**config.mk**
```make
export PLATFORM = sky130hd
export DESIGN_NAME = int64_to_decimal_ascii
export DESIGN_NICKNAME = d
export VERILOG_FILES = /design/src/i64a_pkg.sv /design/src/int64_to_decimal_ascii.sv /design/src/i64a_dabble.sv /design/src/i64a_seq.sv
export SDC_FILE = /design/constraint.sdc
export NUM_CORES = 1
export LEC_CHECK = 0
export BUFFER_PORTS_ARGS = -buffer_cell sky130_fd_sc_hd__buf_4
export CORE_ASPECT_RATIO = 0.75
export CORE_MARGIN = 10
export CORE_UTILIZATION = 50
export DETAILED_ROUTE_END_ITERATION = 10
export PLACE_DENSITY = 0.68
export SYNTH_ARGS = -nofsm -noshare
export SYNTH_HDL_FRONTEND = slang
export SYNTH_HIERARCHICAL = 1
export SYNTH_SLANG_ARGS = --single-unit
```
**constraint.sdc**
```tcl
create_clock -name clk_i -period 6.1 [get_ports clk_i]
set_clock_uncertainty 0.1 [all_clocks]
set_input_delay 0.61 -clock clk_i [delete_from_list [all_inputs] [get_ports clk_i]]
set_output_delay 0.61 -clock clk_i [all_outputs]
set_load 0.1 [all_outputs]
```
**src/i64a_pkg.sv**
```systemverilog
// Shared types and constants for the signed 64-bit to decimal ASCII formatter.
// No dependencies; imported by every module of the block.
`timescale 1ns / 1ps

package i64a_pkg;

  // Field and datapath widths
  localparam int unsigned ValueW    = 64;
  localparam int unsigned NumDigits = 20;
  localparam int unsigned BcdW      = NumDigits * 4;
  localparam int unsigned BitCntW   = $clog2(ValueW);
  localparam int unsigned DigCntW   = $clog2(NumDigits + 1);
  localparam int unsigned CharW     = 8;
  localparam int unsigned LenW      = 5;

  // Character codes
  localparam logic [CharW-1:0] CharZero  = 8'h30;
  localparam logic [CharW-1:0] CharMinus = 8'h2D;

  // Double-dabble correction
  localparam logic [3:0] DabbleLimit = 4'd5;
  localparam logic [3:0] DabbleAdd   = 4'd3;

  // Sequencer states
  typedef enum logic [2:0] {
    S_IDLE,
    S_CONV,
    S_STRIP,
    S_SIGN,
    S_DIGIT
  } state_e;

  // Commands from the sequencer to the BCD shift datapath
  typedef struct packed {
    logic load;
    logic step;
    logic dshift;
  } dab_cmd_t;

  // One character leaving the sequencer
  typedef struct packed {
    logic             valid;
    logic [CharW-1:0] text_char;
    logic             is_last;
    logic [LenW-1:0]  text_length;
  } emit_t;

endpackage

```
**src/int64_to_decimal_ascii.sv**
```systemverilog
// Signed 64-bit to decimal ASCII: bit-serial double dabble over every magnitude bit, then a
// digit-serial strip of leading zeros, then one character per cycle.
// Busy from the accepting edge until the last character has been issued; the next
// item may start once busy is low. Results are not held off by the receiver.
// Reset (rst_ni low, asynchronous) returns to idle and clears the result strobe.
`timescale 1ns / 1ps

module int64_to_decimal_ascii (
  input  logic                                  clk_i,
  input  logic                                  rst_ni,
  input  logic                                  start,
  output logic                                  busy,
  input  logic signed [i64a_pkg::ValueW-1:0]    value_i,
  output logic                                  valid_o,
  output logic [i64a_pkg::CharW-1:0]            text_char_o,
  output logic                                  is_last_o,
  output logic [i64a_pkg::LenW-1:0]             text_length_o
);
  import i64a_pkg::*;

  dab_cmd_t         cmd;
  emit_t            emit;
  logic [3:0]       top_digit;
  logic             valid_q;
  logic [CharW-1:0] char_q;
  logic             last_q;
  logic [LenW-1:0]  len_q;

  // converter datapath
  i64a_dabble u_dabble (
    .clk_i       (clk_i),
    .cmd_i       (cmd),
    .value_i     (value_i),
    .top_digit_o (top_digit)
  );

  // control
  i64a_seq u_seq (
    .clk_i       (clk_i),
    .rst_ni      (rst_ni),
    .start       (start),
    .busy        (busy),
    .neg_i       (value_i[ValueW-1]),
    .top_digit_i (top_digit),
    .cmd_o       (cmd),
    .emit_o      (emit)
  );

  // result register
  always_ff @(posedge clk_i or negedge rst_ni) begin
    if (!rst_ni) begin
      valid_q <= 1'b0;
    end else begin
      valid_q <= emit.valid;
    end
  end

  always_ff @(posedge clk_i) begin
    char_q <= emit.text_char;
    last_q <= emit.is_last;
    len_q  <= emit.text_length;
  end

  assign valid_o       = valid_q;
  assign text_char_o   = char_q;
  assign is_last_o     = last_q;
  assign text_length_o = len_q;

`ifndef SYNTHESIS
  // length of a text stays in range
  a_len_range: assert property (@(posedge clk_i) disable iff (!rst_ni)
    valid_o |-> (text_length_o >= LenW'(1)) && (text_length_o <= LenW'(NumDigits)))
    else $error("text length out of range");

  // characters of one text are back to back
  a_no_gap: assert property (@(posedge clk_i) disable iff (!rst_ni)
    valid_o && !is_last_o |=> valid_o)
    else $error("gap inside a text");

  // last character is followed by a quiet cycle
  a_after_last: assert property (@(posedge clk_i) disable iff (!rst_ni)
    valid_o && is_last_o |=> !valid_o)
    else $error("result after last character");

  // an accepted item makes the block busy
  a_busy_after_start: assert property (@(posedge clk_i) disable iff (!rst_ni)
    start && !busy |=> busy)
    else $error("busy not raised after accept");
`endif

endmodule

```
**src/i64a_dabble.sv**
```systemverilog
// Bit-serial binary to BCD converter (double dabble) with a digit shifter.
// Depends on i64a_pkg.
`timescale 1ns / 1ps

module i64a_dabble (
  input  logic                                   clk_i,
  input  i64a_pkg::dab_cmd_t                     cmd_i,
  input  logic signed [i64a_pkg::ValueW-1:0]     value_i,
  output logic [3:0]                             top_digit_o
);
  import i64a_pkg::*;

  logic [ValueW-1:0] mag_q, mag_d;
  logic [BcdW-1:0]   bcd_q, bcd_d;
  logic [BcdW-1:0]   adj;

  // add 3 to every digit of 5 or more before the shift
  always_comb begin
    for (int i = 0; i < NumDigits; i++) begin
      if (bcd_q[4*i +: 4] >= DabbleLimit) begin
        adj[4*i +: 4] = bcd_q[4*i +: 4] + DabbleAdd;
      end else begin
        adj[4*i +: 4] = bcd_q[4*i +: 4];
      end
    end
  end

  // load magnitude, shift one bit in, or drop the top digit
  always_comb begin
    mag_d = mag_q;
    bcd_d = bcd_q;
    if (cmd_i.load) begin
      if (value_i[ValueW-1]) begin
        mag_d = (~value_i) + {{(ValueW-1){1'b0}}, 1'b1};
      end else begin
        mag_d = value_i;
      end
      bcd_d = '0;
    end else if (cmd_i.step) begin
      bcd_d = {adj[BcdW-2:0], mag_q[ValueW-1]};
      mag_d = {mag_q[ValueW-2:0], 1'b0};
    end else if (cmd_i.dshift) begin
      bcd_d = {bcd_q[BcdW-5:0], 4'b0000};
    end
  end

  always_ff @(posedge clk_i) begin
    mag_q <= mag_d;
    bcd_q <= bcd_d;
  end

  assign top_digit_o = bcd_q[BcdW-1 -: 4];

endmodule

```
**src/i64a_seq.sv**
```systemverilog
// Sequencer: conversion bit count, leading-zero strip, character emission.
// Depends on i64a_pkg.
`timescale 1ns / 1ps

module i64a_seq (
  input  logic               clk_i,
  input  logic               rst_ni,
  input  logic               start,
  output logic               busy,
  input  logic               neg_i,
  input  logic [3:0]         top_digit_i,
  output i64a_pkg::dab_cmd_t cmd_o,
  output i64a_pkg::emit_t    emit_o
);
  import i64a_pkg::*;

  state_e             state_q, state_d;
  logic [BitCntW-1:0] bit_cnt_q, bit_cnt_d;
  logic [DigCntW-1:0] dig_cnt_q, dig_cnt_d;
  logic               neg_q, neg_d;
  logic [LenW-1:0]    len_q, len_d;
  logic               strip_more;
  logic               one_left;

  assign one_left   = (dig_cnt_q == DigCntW'(1));
  assign strip_more = (top_digit_i == 4'd0) && !one_left;
  assign busy       = (state_q != S_IDLE);

  // next state
  always_comb begin
    state_d = state_q;
    unique case (state_q)
      S_IDLE: begin
        if (start) state_d = S_CONV;
      end
      S_CONV: begin
        if (bit_cnt_q == '0) state_d = S_STRIP;
      end
      S_STRIP: begin
        if (!strip_more) state_d = neg_q ? S_SIGN : S_DIGIT;
      end
      S_SIGN: begin
        state_d = S_DIGIT;
      end
      S_DIGIT: begin
        if (one_left) state_d = S_IDLE;
      end
      default: state_d = S_IDLE;
    endcase
  end

  // outputs and counters
  always_comb begin
    cmd_o     = '0;
    emit_o    = '0;
    bit_cnt_d = bit_cnt_q;
    dig_cnt_d = dig_cnt_q;
    neg_d     = neg_q;
    len_d     = len_q;
    unique case (state_q)
      S_IDLE: begin
        if (start) begin
          cmd_o.load = 1'b1;
          neg_d      = neg_i;
          bit_cnt_d  = BitCntW'(ValueW - 1);
        end
      end
      S_CONV: begin
        cmd_o.step = 1'b1;
        bit_cnt_d  = bit_cnt_q - 1'b1;
        if (bit_cnt_q == '0) dig_cnt_d = DigCntW'(NumDigits);
      end
      S_STRIP: begin
        if (strip_more) begin
          cmd_o.dshift = 1'b1;
          dig_cnt_d    = dig_cnt_q - 1'b1;
        end else begin
          len_d = LenW'(dig_cnt_q) + {{(LenW-1){1'b0}}, neg_q};
        end
      end
      S_SIGN: begin
        emit_o.valid       = 1'b1;
        emit_o.text_char   = CharMinus;
        emit_o.is_last     = 1'b0;
        emit_o.text_length = len_q;
      end
      S_DIGIT: begin
        emit_o.valid       = 1'b1;
        emit_o.text_char   = CharZero + {4'b0000, top_digit_i};
        emit_o.is_last     = one_left;
        emit_o.text_length = len_q;
        cmd_o.dshift       = 1'b1;
        dig_cnt_d          = dig_cnt_q - 1'b1;
      end
      default: begin
        cmd_o = '0;
      end
    endcase
  end

  always_ff @(posedge clk_i or negedge rst_ni) begin
    if (!rst_ni) begin
      state_q <= S_IDLE;
    end else begin
      state_q <= state_d;
    end
  end

  always_ff @(posedge clk_i) begin
    bit_cnt_q <= bit_cnt_d;
    dig_cnt_q <= dig_cnt_d;
    neg_q     <= neg_d;
    len_q     <= len_d;
  end

endmodule

```
# Word-level counts from Yosys, hierarchy flattened
# Cells that the tools add are included.
[totals]
word_cells = 125
register_bits = 179
output_inout_bits = 16
in_bits = 67
[op_classes]
n_lt_le_gt_ge = 20
eq_ne = 10
bitwise = 2
n_reduce_logical = 15
addsub = 25
mux = 42
[op_table]
columns = ["op", "n"]
rows = [
  ["two-way mux 64 bit", 3],
  ["two-way mux 80 bit", 2],
  [">= comparator 4 x 3 -> 1 bit (second input constant)", 20],
  ["adder 4 x 2 -> 4 bit (second input constant)", 19],
  ["two-way mux 4 bit", 19],
  ["adder 64 x 1 -> 64 bit (second input constant)", 1],
  ["NOT 64 bit", 1],
  ["one-hot mux 15 bit (2 select lines)", 1],
  ["two-way mux 3 bit", 6],
  ["one-hot mux 3 bit (5 select lines)", 1],
  ["one-hot mux 5 bit (3 select lines)", 1],
  ["one-hot mux 6 bit (2 select lines)", 1],
  ["two-way mux 5 bit", 2],
  ["adder 6 x 4 -> 7 bit (first input constant)", 1],
  ["equality test 3 x 2 -> 1 bit (second input constant)", 2],
  ["zero test 6 bit", 1],
  ["two-way mux 6 bit", 1],
  ["!= test 2 x 1 -> 1 bit (second input constant)", 3],
  ["AND reduction 2 bit", 3],
  ["nonzero test 2 bit", 3],
  ["nonzero test 3 bit", 2],
  ["subtractor 6 x 1 -> 6 bit (second input constant)", 1],
  ["adder 5 x 1 -> 5 bit", 1],
  ["equality test 5 x 1 -> 1 bit (second input constant)", 1],
  ["14 further kinds", 18],
]

# Longest topological paths before layout
# Gate-level depths: netlist of run 1.
[depth]
ltp_word = 7
ltp_mapped = 11
ltp_nobuf = 8

# Modules after synthesis
# The synthesis of run 1 kept the hierarchy.
[modules_own_cells]
columns = ["module", "area_each_um2", "n_inst", "cells_per_inst", "seq_area_each_um2"]
rows = [
  ["i64a_dabble", 9684.3, 1, 1134, 3523.4],
  ["i64a_seq", 1181.1, 1, 107, 585.6],
  ["int64_to_decimal_ascii", 305.3, 1, 15, 305.3],
]

# Worst setup path before layout of run 1
# No wires, ideal clock.
[synth_path]
path_type = "reg-to-reg"
start = "register u_seq.state_q[1]"
end = "register u_dabble.mag_q[0] (enable)"
stages_incl_launch_ff = 8
t_arrival_ps = 3277
synth_period_minus_slack_ps = 3771
path_buffers = 4
setup_time_ps = 394
slack_ps = 2329
t_required_ps = 5606
cell_sequence = "dfrtp_1 > buf_6 > or3_2 > nor2_1 > clkbuf_1 > clkbuf_1 > buf_1 > or2_2"
[synth_rtl]
columns = ["element", "line", "source"]
rows = [
  ["start: declaration", "i64a_seq.sv:17", "state_e state_q, state_d;"],
  ["start signal: assignment", "i64a_seq.sv:105", "state_q <= state_d;"],
  ["end signal: assignment", "i64a_dabble.sv:48", "mag_q <= mag_d;"],
  ["end: declaration", "i64a_dabble.sv:13", "logic [ValueW-1:0] mag_q, mag_d;"],
]

==> results list, run 1 <==
- Maximum vdd ir drop: 0.0002463 V
- Of the total synthesized cell area, the portion taken by full adders, half adders and majority gates is 0.05264.
* X dimension of the die: around 190 µm
- Setup repair after global routing missed its margin: false
- After detailed placement, the total cell area comes to 11880 µm².
* Run status: finished clean
- Pin placement for this block handled 83 I/O pins.
- The floorplan step defined a core boundary enclosing 21990 µm².
- Filler Cell Count: 2008
- The most used flip-flop cell after synthesis is sky130_fd_sc_hd__dfxtp_1.
* Placer's final routability congestion estimate: 0.8770
* Post-Route Hold Slack: roughly 0.34 ns
- For this run, the register share of the synthesized area comes to 0.3952.
- Across every metal layer, demand over resource in global routing totals 0.1827.
- Compared with the post-synthesis result, the final layout area differs by 11.64%.
- Number of non-filler instances in the completed layout: 1587
- Top library cells by usage in the layout, fill and taps aside: sky130_fd_sc_hd__nor2_1 (126), sky130_fd_sc_hd__a21oi_1 (121), sky130_fd_sc_hd__a211oi_1 (114)
- The design draws about 5.5 mW.
- Routed length per instance: 16.88 µm
- Maximum frequency from static timing analysis: 303.2 MHz
- Number of clock sinks seen by CTS: 179
- Router iterations before antenna repair: 6
- Post-DP HPWL: 17830 µm
- Place WS: around 2.8 ns
- Worst Path Required: 6.29 ns
- Share of cells above drive strength 1: 0.1168
- Final hold violations: 0
* Buffer levels on the longest clock path: 2
* Area fraction in and, or, nand and nor cells after synthesis: 0.2204
- Combinational family with the most area after synthesis: simple AND/OR/NAND/NOR gates
* Diode count: 0
- The first global-routing pass estimated 43990 µm of wire.
- At the worst endpoint, the arrival time is 3.49 ns.
* Number of vias per cell: 5.982
* DRC violation count after routing: 0
* CP max FO: 80
* Row Count: 47
- The synthesized design contains between 80 and 90 enable-type register cells.
- Number of standard cells after synthesis: approximately 1300
- Wires add up to 26790 µm.
- Share of cell area taken by muxes after synthesis: 0.01165
* Area of all placed cells without fillers: 12470 µm²
* Clock slew at reported path FFs: 0.08 ns
- The tool flagged a number of max-cap violations equal to 0.
- Number of buffers created by CTS: 17
- Number of buffer cells added on primary ports: 82
* Transition time at the pin with the least slew margin: around 1.1 ns
- In this run the vertical extent of the chip is around 150 µm.
- DR iter-0 viols: 880
* Final core occ: 0.5670
- Power Dens Cells: 440.8 nW/µm²
- Adding up every negative setup slack in the final design gives 0 ns.
* CTS tree: built
- The netlist uses between 60 and 70 different library cells.
- CP Capture Type: flop
- After layout, the minimum clock period comes to 3.299 ns.
- Register bit total from synthesis: 179
- The analysis attributes to cell leakage a power of 4.667 nW.
- The area fraction in compound gates after synthesis was 0.2194.
- A synthesized cell averages roughly 8.9 µm².
* Largest net degree at the start of global routing: 99
- Worst slew margin: 0.2609
- The number of pins exceeding their max-slew limit in the final report is 0.
* Tcrit/Tclk final: 0.5408
- The min-delay analysis places its worst path in the category reg2reg.
- For this block, the via count after detailed routing is 9493.
- Number of antenna violations at the first check in global routing: 0
- In this run the cell area of the synthesized design comes to roughly 11000 µm².
* DIE AREA: 28780 µm²
- The count of nets left with antenna violations once routing finished came out at 0.
- The number of global-route vias before repair is 8529.
* Total of endpoints with negative setup slack in the final report: 0
* Post-synthesis share of cell area spent on xor and xnor gates: 0.05018
- The total overflow left after global routing is 0.
- The critical path is of the reg2reg type.
- Setup slack closes at 2.801 ns.
- Initial Utilization: 0.5079
- Async set-reset flop share out of synthesis: 0.02235
- Ys Warns: 6
- Deepest level of the CTS H-tree: 4
- Clock tree synthesis selected as its root buffer the cell sky130_fd_sc_hd__clkbuf_16.
- The clock reaches the later pin of the worst-skew pair after 0.43 ns.
* Cell Count Post-Placement: between 1500 and 2000
- STA classifies the critical path startpoint as a flop.
- Nets: 1394
- Leading cell type in the layout, fill and taps excluded: sky130_fd_sc_hd__nor2_1
* Post-CTS Resized: 0
state kept, by name, indices dropped and copies added (netlist names):
name,cells
valid_o,1
u_seq/bit_cnt_q,6
u_seq/neg_q,1
u_dabble/bcd_q,80
u_seq/dig_cnt_q,5
text_length_o,5
text_char_o,8
u_seq/len_q,5
is_last_o,1
u_dabble/mag_q,64
u_seq/state_q,3
metal layers:
metal | up-vias | track usage | part of all wire
met2 | 267 | 0.2585 | 0.42
met1 | 4453 | 0.2774 | 0.51
li1 | 4752 | - | -
met4 | 0 | 0.04099 | 0.011
met3 | 21 | 0.03651 | 0.055
met5 | - | 0 | 0
worst paths after layout:
kind | cells past startpoint | startpoint | endpoint | slack, ns
max in group asynchronous | 2 | rst_ni | u_seq/state_q[1]$_DFFE_PN0P_ | 5.40
max | 8 | u_seq/state_q[1]$_DFFE_PN0P_ | u_dabble/bcd_q[47]$_SDFFE_PP0P_ | 2.80
min in group asynchronous | 2 | rst_ni | u_seq/state_q[0]$_DFFE_PN0P_ | 0.41
max reg2reg | 8 | u_seq/state_q[1]$_DFFE_PN0P_ | u_dabble/bcd_q[47]$_SDFFE_PP0P_ | 2.80
min | 1 | u_seq/len_q[3]$_DFFE_PP_ | text_length_o[3]$_DFF_P_ | 0.34
min reg2reg | 1 | u_seq/len_q[3]$_DFFE_PP_ | text_length_o[3]$_DFF_P_ | 0.34
cell usage after synthesis (all sizes together) (13+ instances only):
| cell | count | area (µm²) |
|---|---|---|
| nand4 | 16 | 112.6 |
| mux2i | 13 | 130.1 |
| edfxtp | 81 | 2432 |
| nor2b | 36 | 225.2 |
| a211oi | 114 | 855.8 |
| nor2 | 127 | 476.7 |
| a21oi | 121 | 605.6 |
| nand2b | 23 | 143.9 |
| nor3 | 25 | 136.4 |
| clkbuf | 68 | 255.2 |
| or3 | 26 | 170.2 |
| nor4 | 25 | 192.7 |
| dfxtp | 94 | 1882 |
| nor3b | 45 | 342.8 |
| o41ai | 14 | 122.6 |
| or4 | 14 | 116.4 |
| o31ai | 13 | 97.59 |
| xnor2 | 29 | 254.0 |
| nand2 | 38 | 142.6 |
| xor2 | 35 | 306.5 |
| a32oi | 20 | 175.2 |
| nand3 | 24 | 120.1 |
| buf | 20 | 110.1 |
| a31oi | 13 | 81.33 |
| ha | 47 | 588.1 |
| o21ai | 54 | 270.3 |
| inv | 52 | 195.2 |
cell families (layout without fill, tap and decap cells):
family	Yosys count	in the layout
AO/OA/AOI/OAI	376	376
XOR/XNOR	64	64
adder cells (fa/ha/maj)	47	47
buffers and inverters	140	176
flip-flops	179	179
multiplexers	13	13
other	1	2
AND/OR/NAND/NOR	436	436
power by group:
| part | total [mW] | leakage, nW | switching [mW] | internal (mW) |
|---|---|---|---|---|
| clock | 1.08 | 0.283 | 0.526 | 0.554 |
| sequential | 2.26 | 1.67 | 0.392 | 1.87 |
| combinational | 2.16 | 2.72 | 1.13 | 1.03 |
| total | 5.50 | 4.67 | 2.05 | 3.45 |
critical path, cell delays in order, from the launching register on:
cell and delay, ns:
sky130_fd_sc_hd__dfrtp_1 0.52, sky130_fd_sc_hd__or3b_4 0.44, sky130_fd_sc_hd__or3_4 0.44, sky130_fd_sc_hd__nand2_4 0.35, sky130_fd_sc_hd__buf_4 0.67, sky130_fd_sc_hd__nor2_1 0.08
sky130_fd_sc_hd__buf_4 0.24, sky130_fd_sc_hd__o21ai_0 0.20, sky130_fd_sc_hd__a21oi_1 0.09
timing repair:
| item | in CTS | in global routing |
|---|---|---|
| hold endpoints to repair | 4 | 0 |
| hold buffers | 1 | 0 |
| buffers inserted | 0 | 0 |
layout make-up:
class / count / area (µm²) / share of cell area
multi-input cells: 938 / 6223 / 0.4990
flip-flops and latches: 179 / 4414 / 0.3540
repair buffers: 92 / 693.2 / 0.05558
clock buffers: 18 / 439.2 / 0.03522
well taps: 294 / 367.9 / 0.02950
inverters: 52 / 195.2 / 0.01565
clock inverters: 14 / 137.6 / 0.01104
Power figures use the tool's default switching activity.
==> run 2, diff against run 1 <==
--- a/config.mk
+++ b/config.mk
@@ -5,6 +5,7 @@
 export SDC_FILE = /design/constraint.sdc
 export NUM_CORES = 1
 export LEC_CHECK = 0
+export ABC_AREA = 1
 export BUFFER_PORTS_ARGS = -buffer_cell sky130_fd_sc_hd__buf_4
 export CORE_ASPECT_RATIO = 0.75
 export CORE_MARGIN = 10
==> constraint.sdc (replaced) <==
create_clock -name clk_i -period 3.3 [get_ports clk_i]
set_clock_uncertainty 0.1 [all_clocks]
set_input_delay 0.33 -clock clk_i [delete_from_list [all_inputs] [get_ports clk_i]]
set_output_delay 0.33 -clock clk_i [all_outputs]
set_load 0.1 [all_outputs]
==> results list, run 2 <==
- The run finished with clean final reports.
- The worst-case IR drop observed on VDD is 0.0005393 V.
- Final hold violations: 0
* Die H: 151.4 µm
- Commonest register cell after synthesis: sky130_fd_sc_hd__dfxtp_1
* Clock slew at reported path FFs: around 0.07 ns
- In this run the power density over the cells is about 1000 nW/µm².
- After detailed routing, the number of vias per cell comes to 5.580.
* Data arrival time at the worst-slack endpoint: about 2.7 ns
* Wire length of the first global-routing pass: ~51000 µm
- The register with the most flip-flops in the layout has 80 of them.
* Worst Path Required: 3.54 ns
- The initialized floorplan defines 47 standard-cell rows.
* Switch Pwr: roughly 6 mW
- Sequential power share: 0.343
- The worst setup path is launched from a flop.
- Transition time at the pin with the least slew margin: just over 0.8 ns
- Among all cell types in the netlist, the one instantiated most often is sky130_fd_sc_hd__nand2_1.
- Logic pwr share: 0.494
- Root Driver: sky130_fd_sc_hd__clkbuf_16
- Power Internal: approximately 7 mW
* Core footprint: 22350 µm²
* Main area contributors after synthesis: sky130_fd_sc_hd__edfxtp_1 (21%), sky130_fd_sc_hd__dfxtp_1 (16%), sky130_fd_sc_hd__nand2_1 (12%), sky130_fd_sc_hd__o21ai_0 (9.2%), sky130_fd_sc_hd__inv_1 (5.7%)
- The share of synthesized area in the top cell type comes to 0.2113.
* Clock latency on the worst-skew pair: 0.44 ns
- Crit path buffers/inverters: 3
- TritonCTS built the clock tree.
* Post-detailed-routing wire length: 31940 µm
* Total of endpoints with negative setup slack in the final report: 0
* Category of the most critical setup path: reg2reg
- Sequential element share of the synthesized area: 0.3835
- Async set-reset flop share out of synthesis: 0.02235
- Critical path's slowest cell: sky130_fd_sc_hd__edfxtp_1
- Wire segments on met2 add up to 13100 µm in the final route.
* Number of standard cells after synthesis: between 1500 and 2000
* Routed length per instance: 16.40 µm
- Filler Cell Count: 2123
* Maximum frequency from static timing analysis: 401.9 MHz
* Synth unique cells: 44
- Largest net degree at the start of global routing: 96
- GRT Overall Usage: 0.2105
- Overall power consumption: approximately 13 mW
- Tcrit/Tclk final: 0.7540
- Largest register by flop count: u_dabble/bcd_q
- CP top delay family: buffers and inverters
- Top routing layer in use: met4
* DIE AREA: slightly below 30000 µm²
* Post-Synthesis Cell Area: ~12000 µm²
- Ranked by instance count, the synthesized netlist is headed by sky130_fd_sc_hd__nand2_1 (354), sky130_fd_sc_hd__o21ai_0 (211), sky130_fd_sc_hd__inv_1 (176).
- Summed over all instances, the cell type with the most area after synthesis is sky130_fd_sc_hd__edfxtp_1.
* Register bit total from synthesis: roughly 180
- Final number of max-transition violations: 0
- Leaving out fill and tap cells, the most frequent cell in the layout is sky130_fd_sc_hd__nand2_1.
- Setup repair after global routing missed its margin: false
- Along the worst path, the maximum fanout reaches 55.
* Worst slew margin: 0.4517
* X dimension of the die: 195.2 µm
* Number of clock sinks seen by CTS: 179
- In this design, the stage delay of the slowest critical-path cell is 0.46 ns.
- The final route contains 10864 vias.
- In this run the post-CTS setup repair buffer count came out at 0.
* Placer's final routability congestion estimate: 1.033
- After the first detailed-routing iteration, the DRC count stood at approximately 1200.
* Diode count: 0
- The clock period could shrink to 2.488 ns.
- Routed metal-1 wirelength: 15230 µm
- Post-Route Hold Slack: 0.06272 ns
- Initial Utilization: 0.5151
- Avg Synthesized Cell Area: a little over 7 µm²
- Of the total power, the share spent switching nets is 0.4514.
* Number of enable-type register cells in the synthesized netlist: 81
- Most common cell type on the critical path: sky130_fd_sc_hd__nand2_1
- Setup TNS: 0 ns
- Nets: between 1500 and 2000
- CP Capture Type: flop
- Walking the worst path, the cells encountered are ha_1 > inv_1 > nor2_1 > nand2_1 > nand3_1 > nand2_1 > nor2_2 > inv_2 > buf_12 > o21ai_0 > a211oi_1.
- Gates resized during post-CTS repair numbered 0.
- Of the total power, the clock network draws 0.163.
- Static leakage power: 5.640 nW
* Buffer levels on the longest clock path: 2
* Met3 Wirelength: 3393 µm
- The worst hold path belongs to the class in2reg.
- Deepest level of the CTS H-tree: 4
* Grt ovf: 0
* Post-DP HPWL: 22870 µm
- Ys Warns: 6
- After detailed routing, the number of remaining DRC violations is 0.
* Router iterations before antenna repair: 5
* Via count of the first global-routing pass: 9788
* Number of antenna violations at the first check in global routing: 0
- In the final layout, the share of cells above drive strength 1 is 0.1119.
* Remaining number of nets flagged by the antenna check after routing: 0
- Synthesis-to-layout area growth: 12.56%
- The tool flagged a number of max-cap violations equal to 0.
- Top library cells by usage in the layout, fill and taps aside: sky130_fd_sc_hd__nand2_1 (353), sky130_fd_sc_hd__o21ai_0 (211), sky130_fd_sc_hd__inv_1 (173)
- Number of buffer cells added on primary ports: 82
* Number of top-level pins: 83
- Counting the buffers created by CTS gives 17.
[run 2: what timing repair did]
item	CTS	global route
endpoints found under the setup margin	0	0
hold buffers	1	0
endpoints found under the hold margin	4	0
[run 2: metal layers]
metal / global-route usage / up-vias
li1: - / 5398
met1: 0.3040 / 5003
met2: 0.2944 / 444
met3: 0.07488 / 19
met4: 0.03922 / 0
met5: 0 / -
[run 2: power by group through the flow]
stage          Clock [mW]  Combinational [mW]  Sequential [mW]
2_1_floorplan           0                4.67             4.57
3_3_place_gp            0                6.20             4.48
3_5_place_dp            0                6.37             4.49
4_1_cts              2.17                6.43             4.46
5_1_grt              2.25                7.40             4.61
6_report             2.13                6.45             4.47
[run 2: worst paths after layout]
kind                                                   from                              end  cells past startpoint  slack, ns
setup / recovery           u_seq/dig_cnt_q[0]$_SDFFCE_PN0P_  u_dabble/bcd_q[79]$_SDFFE_PP0P_                     11       0.81
setup reg to reg           u_seq/dig_cnt_q[0]$_SDFFCE_PN0P_  u_dabble/bcd_q[79]$_SDFFE_PP0P_                     11       0.81
hold reg to reg                    u_seq/len_q[3]$_DFFE_PP_         text_length_o[3]$_DFF_P_                      2       0.37
min in group asynchronous                            rst_ni     u_seq/state_q[1]$_DFFE_PN0P_                      2       0.13
hold / removal                                   value_i[0]  u_dabble/mag_q[0]$_SDFFCE_PN0P_                      3       0.06
max in group asynchronous                            rst_ni     u_seq/state_q[0]$_DFFE_PN0P_                      2       2.86
[run 2: through the flow]
step           setup WS (ns)  std cells  area [µm²]  utilization
6_report              0.8119       1947       12960       0.5798
5_1_grt               0.5287       1947       12960       0.5798
4_1_cts               0.8122       1947       12960       0.5798
3_5_place_dp          0.8269       1914       12350       0.5525
3_3_place_gp          0.9268       1914       12350       0.5525
2_1_floorplan        0.05554       1593       11520            -
[run 2: cells by family (layout without fill, tap and decap cells)]
group | Yosys count | count (layout) | synth area share
flip-flops | 179 | 179 | 0.3835
AND/OR/NAND/NOR | 679 | 679 | 0.2542
XOR/XNOR | 54 | 54 | 0.04109
AO/OA/AOI/OAI | 383 | 383 | 0.1833
adder cells (fa/ha/maj) | 47 | 47 | 0.05109
buffers and inverters | 249 | 309 | 0.08652
other | 1 | 2 | 0.0003258
[run 2: cell type report]
class / count / area, µm² / area share
inverter: 182 / 685.7 / 0.05292
sequential: 179 / 4414 / 0.3407
multi-input combinational: 1165 / 6122 / 0.4725
timing repair buffer: 95 / 765.7 / 0.05910
tap: 294 / 367.9 / 0.02839
clock inverter: 11 / 151.4 / 0.01168
clock buffer: 21 / 450.4 / 0.03476
[run 2: worst reg2reg max path: stages (launching register included)]
cell	delay, ns
sky130_fd_sc_hd__edfxtp_1	0.46
sky130_fd_sc_hd__ha_1	0.23
sky130_fd_sc_hd__inv_1	0.05
sky130_fd_sc_hd__nor2_1	0.03
sky130_fd_sc_hd__nand2_1	0.13
sky130_fd_sc_hd__nand3_1	0.17
sky130_fd_sc_hd__nand2_1	0.18
sky130_fd_sc_hd__nor2_2	0.06
sky130_fd_sc_hd__inv_2	0.31
sky130_fd_sc_hd__buf_12	0.29
sky130_fd_sc_hd__o21ai_0	0.13
sky130_fd_sc_hd__a211oi_1	0.26
==> run 3, diff against run 2 <==
--- a/config.mk
+++ b/config.mk
@@ -5,13 +5,13 @@
 export SDC_FILE = /design/constraint.sdc
 export NUM_CORES = 1
 export LEC_CHECK = 0
-export ABC_AREA = 1
+export ABC_AREA = 0
 export BUFFER_PORTS_ARGS = -buffer_cell sky130_fd_sc_hd__buf_4
 export CORE_ASPECT_RATIO = 0.75
 export CORE_MARGIN = 10
 export CORE_UTILIZATION = 50
 export DETAILED_ROUTE_END_ITERATION = 10
-export PLACE_DENSITY = 0.68
+export PLACE_DENSITY = 0.71
 export SYNTH_ARGS = -nofsm -noshare
 export SYNTH_HDL_FRONTEND = slang
 export SYNTH_HIERARCHICAL = 1
==> constraint.sdc (replaced) <==
create_clock -name clk_i -period 2.15 [get_ports clk_i]
set_clock_uncertainty 0.1 [all_clocks]
set_input_delay 0.215 -clock clk_i [delete_from_list [all_inputs] [get_ports clk_i]]
set_output_delay 0.215 -clock clk_i [all_outputs]
set_load 0.1 [all_outputs]
==> results list, run 3 (same netlist as run 1, synthesis figures left out) <==
- The flow ran to the end, but the final reports show violations.
- Failing checks: negative setup slack
* Layer with the highest usage: met2
- The register with the most flip-flops in the layout has 80 of them.
- The internal power of the cells totals 10.80 mW.
* Data arrival time at the worst-slack endpoint: 2.37 ns
* CP max FO: 10
- Place WS: -0.3538 ns
* Final worst setup slack: -0.1350 ns
- The floorplan step defined a core boundary enclosing 21990 µm².
- TritonCTS built the clock tree.
* Cell Count Post-Placement: 1715
- Number of buffer cells added on primary ports: 82
- Counting I/O delays and the setup requirement, the final critical path takes approximately 2.3 ns.
- Category of the most critical setup path: reg2reg
- Grt ovf: 0
- Nets: 1592
- Final hold analysis gives a worst-case slack of ~0.015 ns.
- Die H: around 150 µm
- Worst Path Required: 2.23 ns
- Clk network pwr share: 0.187
* Tcrit/Tclk final: 1.063
- The worst register-to-register path begins at u_seq/state_q[2]$_DFFE_PN0P_.
* X dimension of the die: 192.6 µm
* Crit path launch: u_seq/state_q[2]$_DFFE_PN0P_
- Met3 track utilization from global routing: 0.04302
- For the worst-skew pair, the clock arrives at the later sink with an insertion delay of around 0.44 ns.
- Switching power share of the total: 0.3802
* Slowest stage delay, CP: roughly 0.42 ns
- The longest clock path from root to sink contains 2 buffers.
- In the routed design, unresolved DRC markers number 0.
- Number of non-filler instances in the completed layout: roughly 1800
- Maximum frequency from static timing analysis: 437.6 MHz
- Final hold violations: 0
- The first TritonRoute pass finished after 6 iterations.
* Number of vias per cell: 5.994
- Number of antenna violations at the first check in global routing: 0
- Root Driver: sky130_fd_sc_hd__clkbuf_16
- Max Cap Viol: 0
- Clock-pin slew was measured on the worst setup and hold paths at 0.07 ns.
- Deepest level of the CTS H-tree: 4
- Dividing the detail-routed wire length by the instance count gives 18.37 µm.
- Top library cells by usage in the layout, fill and taps aside: sky130_fd_sc_hd__buf_4 (232), sky130_fd_sc_hd__a21oi_1 (117), sky130_fd_sc_hd__nor2_1 (113)
* Synthesis-to-layout area growth: 36.56%
* Diode count: 0
* Critical path's slowest cell: sky130_fd_sc_hd__or3_4
- The number of global-route vias before repair is 9968.
* Hold WC Path Type: in2async
- Clock tree synthesis found a total of roughly 180 sinks.
- For this configuration, the core starts out at a cell density of 0.5079.
- For met1 alone, demand over resource in global routing was 0.2959.
- Across all layers, the routed design uses 10699 vias.
* Number of top-level pins: 83
* Logic pwr share: 0.437
- Dividing total power by cell area gives a power density of 1143 nW/µm².
- Row Count: 47
- Leaving out fill and tap cells, the most frequent cell in the layout is sky130_fd_sc_hd__buf_4.
- STA classifies the critical path startpoint as a flop.
* Total of endpoints with negative setup slack in the final report: 79
* Setup repair after global routing missed its margin: true
- CP Capture Type: flop
* Switch Pwr: 6.627 mW
- Largest register by flop count: u_dabble/bcd_q
- Worst path cell trace: or3_4 > nor2_4 > clkinvlp_4 > buf_6 > buf_4 > a222oi_1 > nand2_1
- Of the total power, registers draw 0.376.
- The HPWL after detailed placement is 21620 µm.
- Area of all placed cells without fillers: 15250 µm²
* Static leakage power: between 5 and 6 nW
- Placed Instance Area: 13590 µm²
- The worst-case IR drop observed on VDD is ~0.0008 V.
- At the end of routability-driven placement, the weighted congestion stood at 0.9527.
- Largest net degree at the start of global routing: between 50 and 60
* Final number of max-transition violations: 0
* GRT Overall Usage: 0.2118
- The final layout contains routed wiring with a total length of 32800 µm.
- In the global route stage, met2 resource usage came out at 0.3241.
- The die covers roughly 29000 µm².
- Number of buffers created by CTS: 17
* Wire length of the first global-routing pass: 50180 µm
- Once detail routing completed, the nets flagged for antenna violations numbered 0.
- The first routing iteration left 981 violations.
* Share of cells above drive strength 1: 0.3246
-- run 3: path summary, 6_finish.rpt --
| path | endpoint | slack (ns) | depth (start not counted) |
|---|---|---|---|
| hold / removal | u_seq/state_q[2]$_DFFE_PN0P_ | 0.01 | 2 |
| min in group clk_i | u_dabble/mag_q[60]$_DFFE_PP_ | 0.05 | 3 |
| hold reg to reg | text_length_o[4]$_DFF_P_ | 0.34 | 1 |
| setup / recovery | u_dabble/mag_q[58]$_DFFE_PP_ | -0.13 | 7 |
| setup reg to reg | u_dabble/mag_q[58]$_DFFE_PP_ | -0.13 | 7 |
| max in group asynchronous | u_seq/state_q[0]$_DFFE_PN0P_ | 1.83 | 2 |
-- run 3: cell type report --
cell class | count | area [µm²]
flip-flops and latches | 179 | 4415
inverters | 52 | 198.9
repair buffers | 287 | 2683
clock buffers | 21 | 503.0
clock inverters | 11 | 112.6
multi-input cells | 941 | 6974
fillers | 1672 | 6739
well taps | 294 | 367.9
-- run 3: metrics by stage --
stage            util  setup TNS (ns)  power (mW)
6_report       0.6936          -2.983       17.43
5_1_grt        0.6936          -12.04       18.66
4_1_cts        0.6560          -1.746       16.64
3_5_place_dp   0.6181          -16.37       13.23
3_3_place_gp   0.6181          -10.29       12.92
2_1_floorplan       -          -56.09       11.44
-- run 3: critical path, delay by kind of cell, from the launching register on --
kind	cells	cell delay, ns
AND/OR/NAND/NOR	3	0.70
buffers and inverters	3	0.44
flip-flops	1	0.41
AO/OA/AOI/OAI	1	0.38
-- run 3: per-layer routing --
layer  vias up  part of all wire
met5         -                 0
met2       364              0.46
met3        54             0.062
met1      5124              0.46
met4         0             0.017
li1       5157                 -
-- run 3: power by group through the flow --
stage	combinational [mW]	sequential (mW)	clock [mW]
2_1_floorplan	5.24	6.19	0
3_3_place_gp	6.42	6.50	0
3_5_place_dp	6.70	6.53	0
4_1_cts	6.85	6.49	3.29
5_1_grt	8.46	6.73	3.46
6_report	7.62	6.56	3.25
-- run 3: timing repair --
item                                   in CTS  in global routing
setup buffers                               7                 18
gates resized for setup                    23                113
setup endpoints to repair                 113                182
pin swaps                                   7                 50
endpoints found under the hold margin       4                  0
hold buffers                                1                  0
cloned                                      3                 11
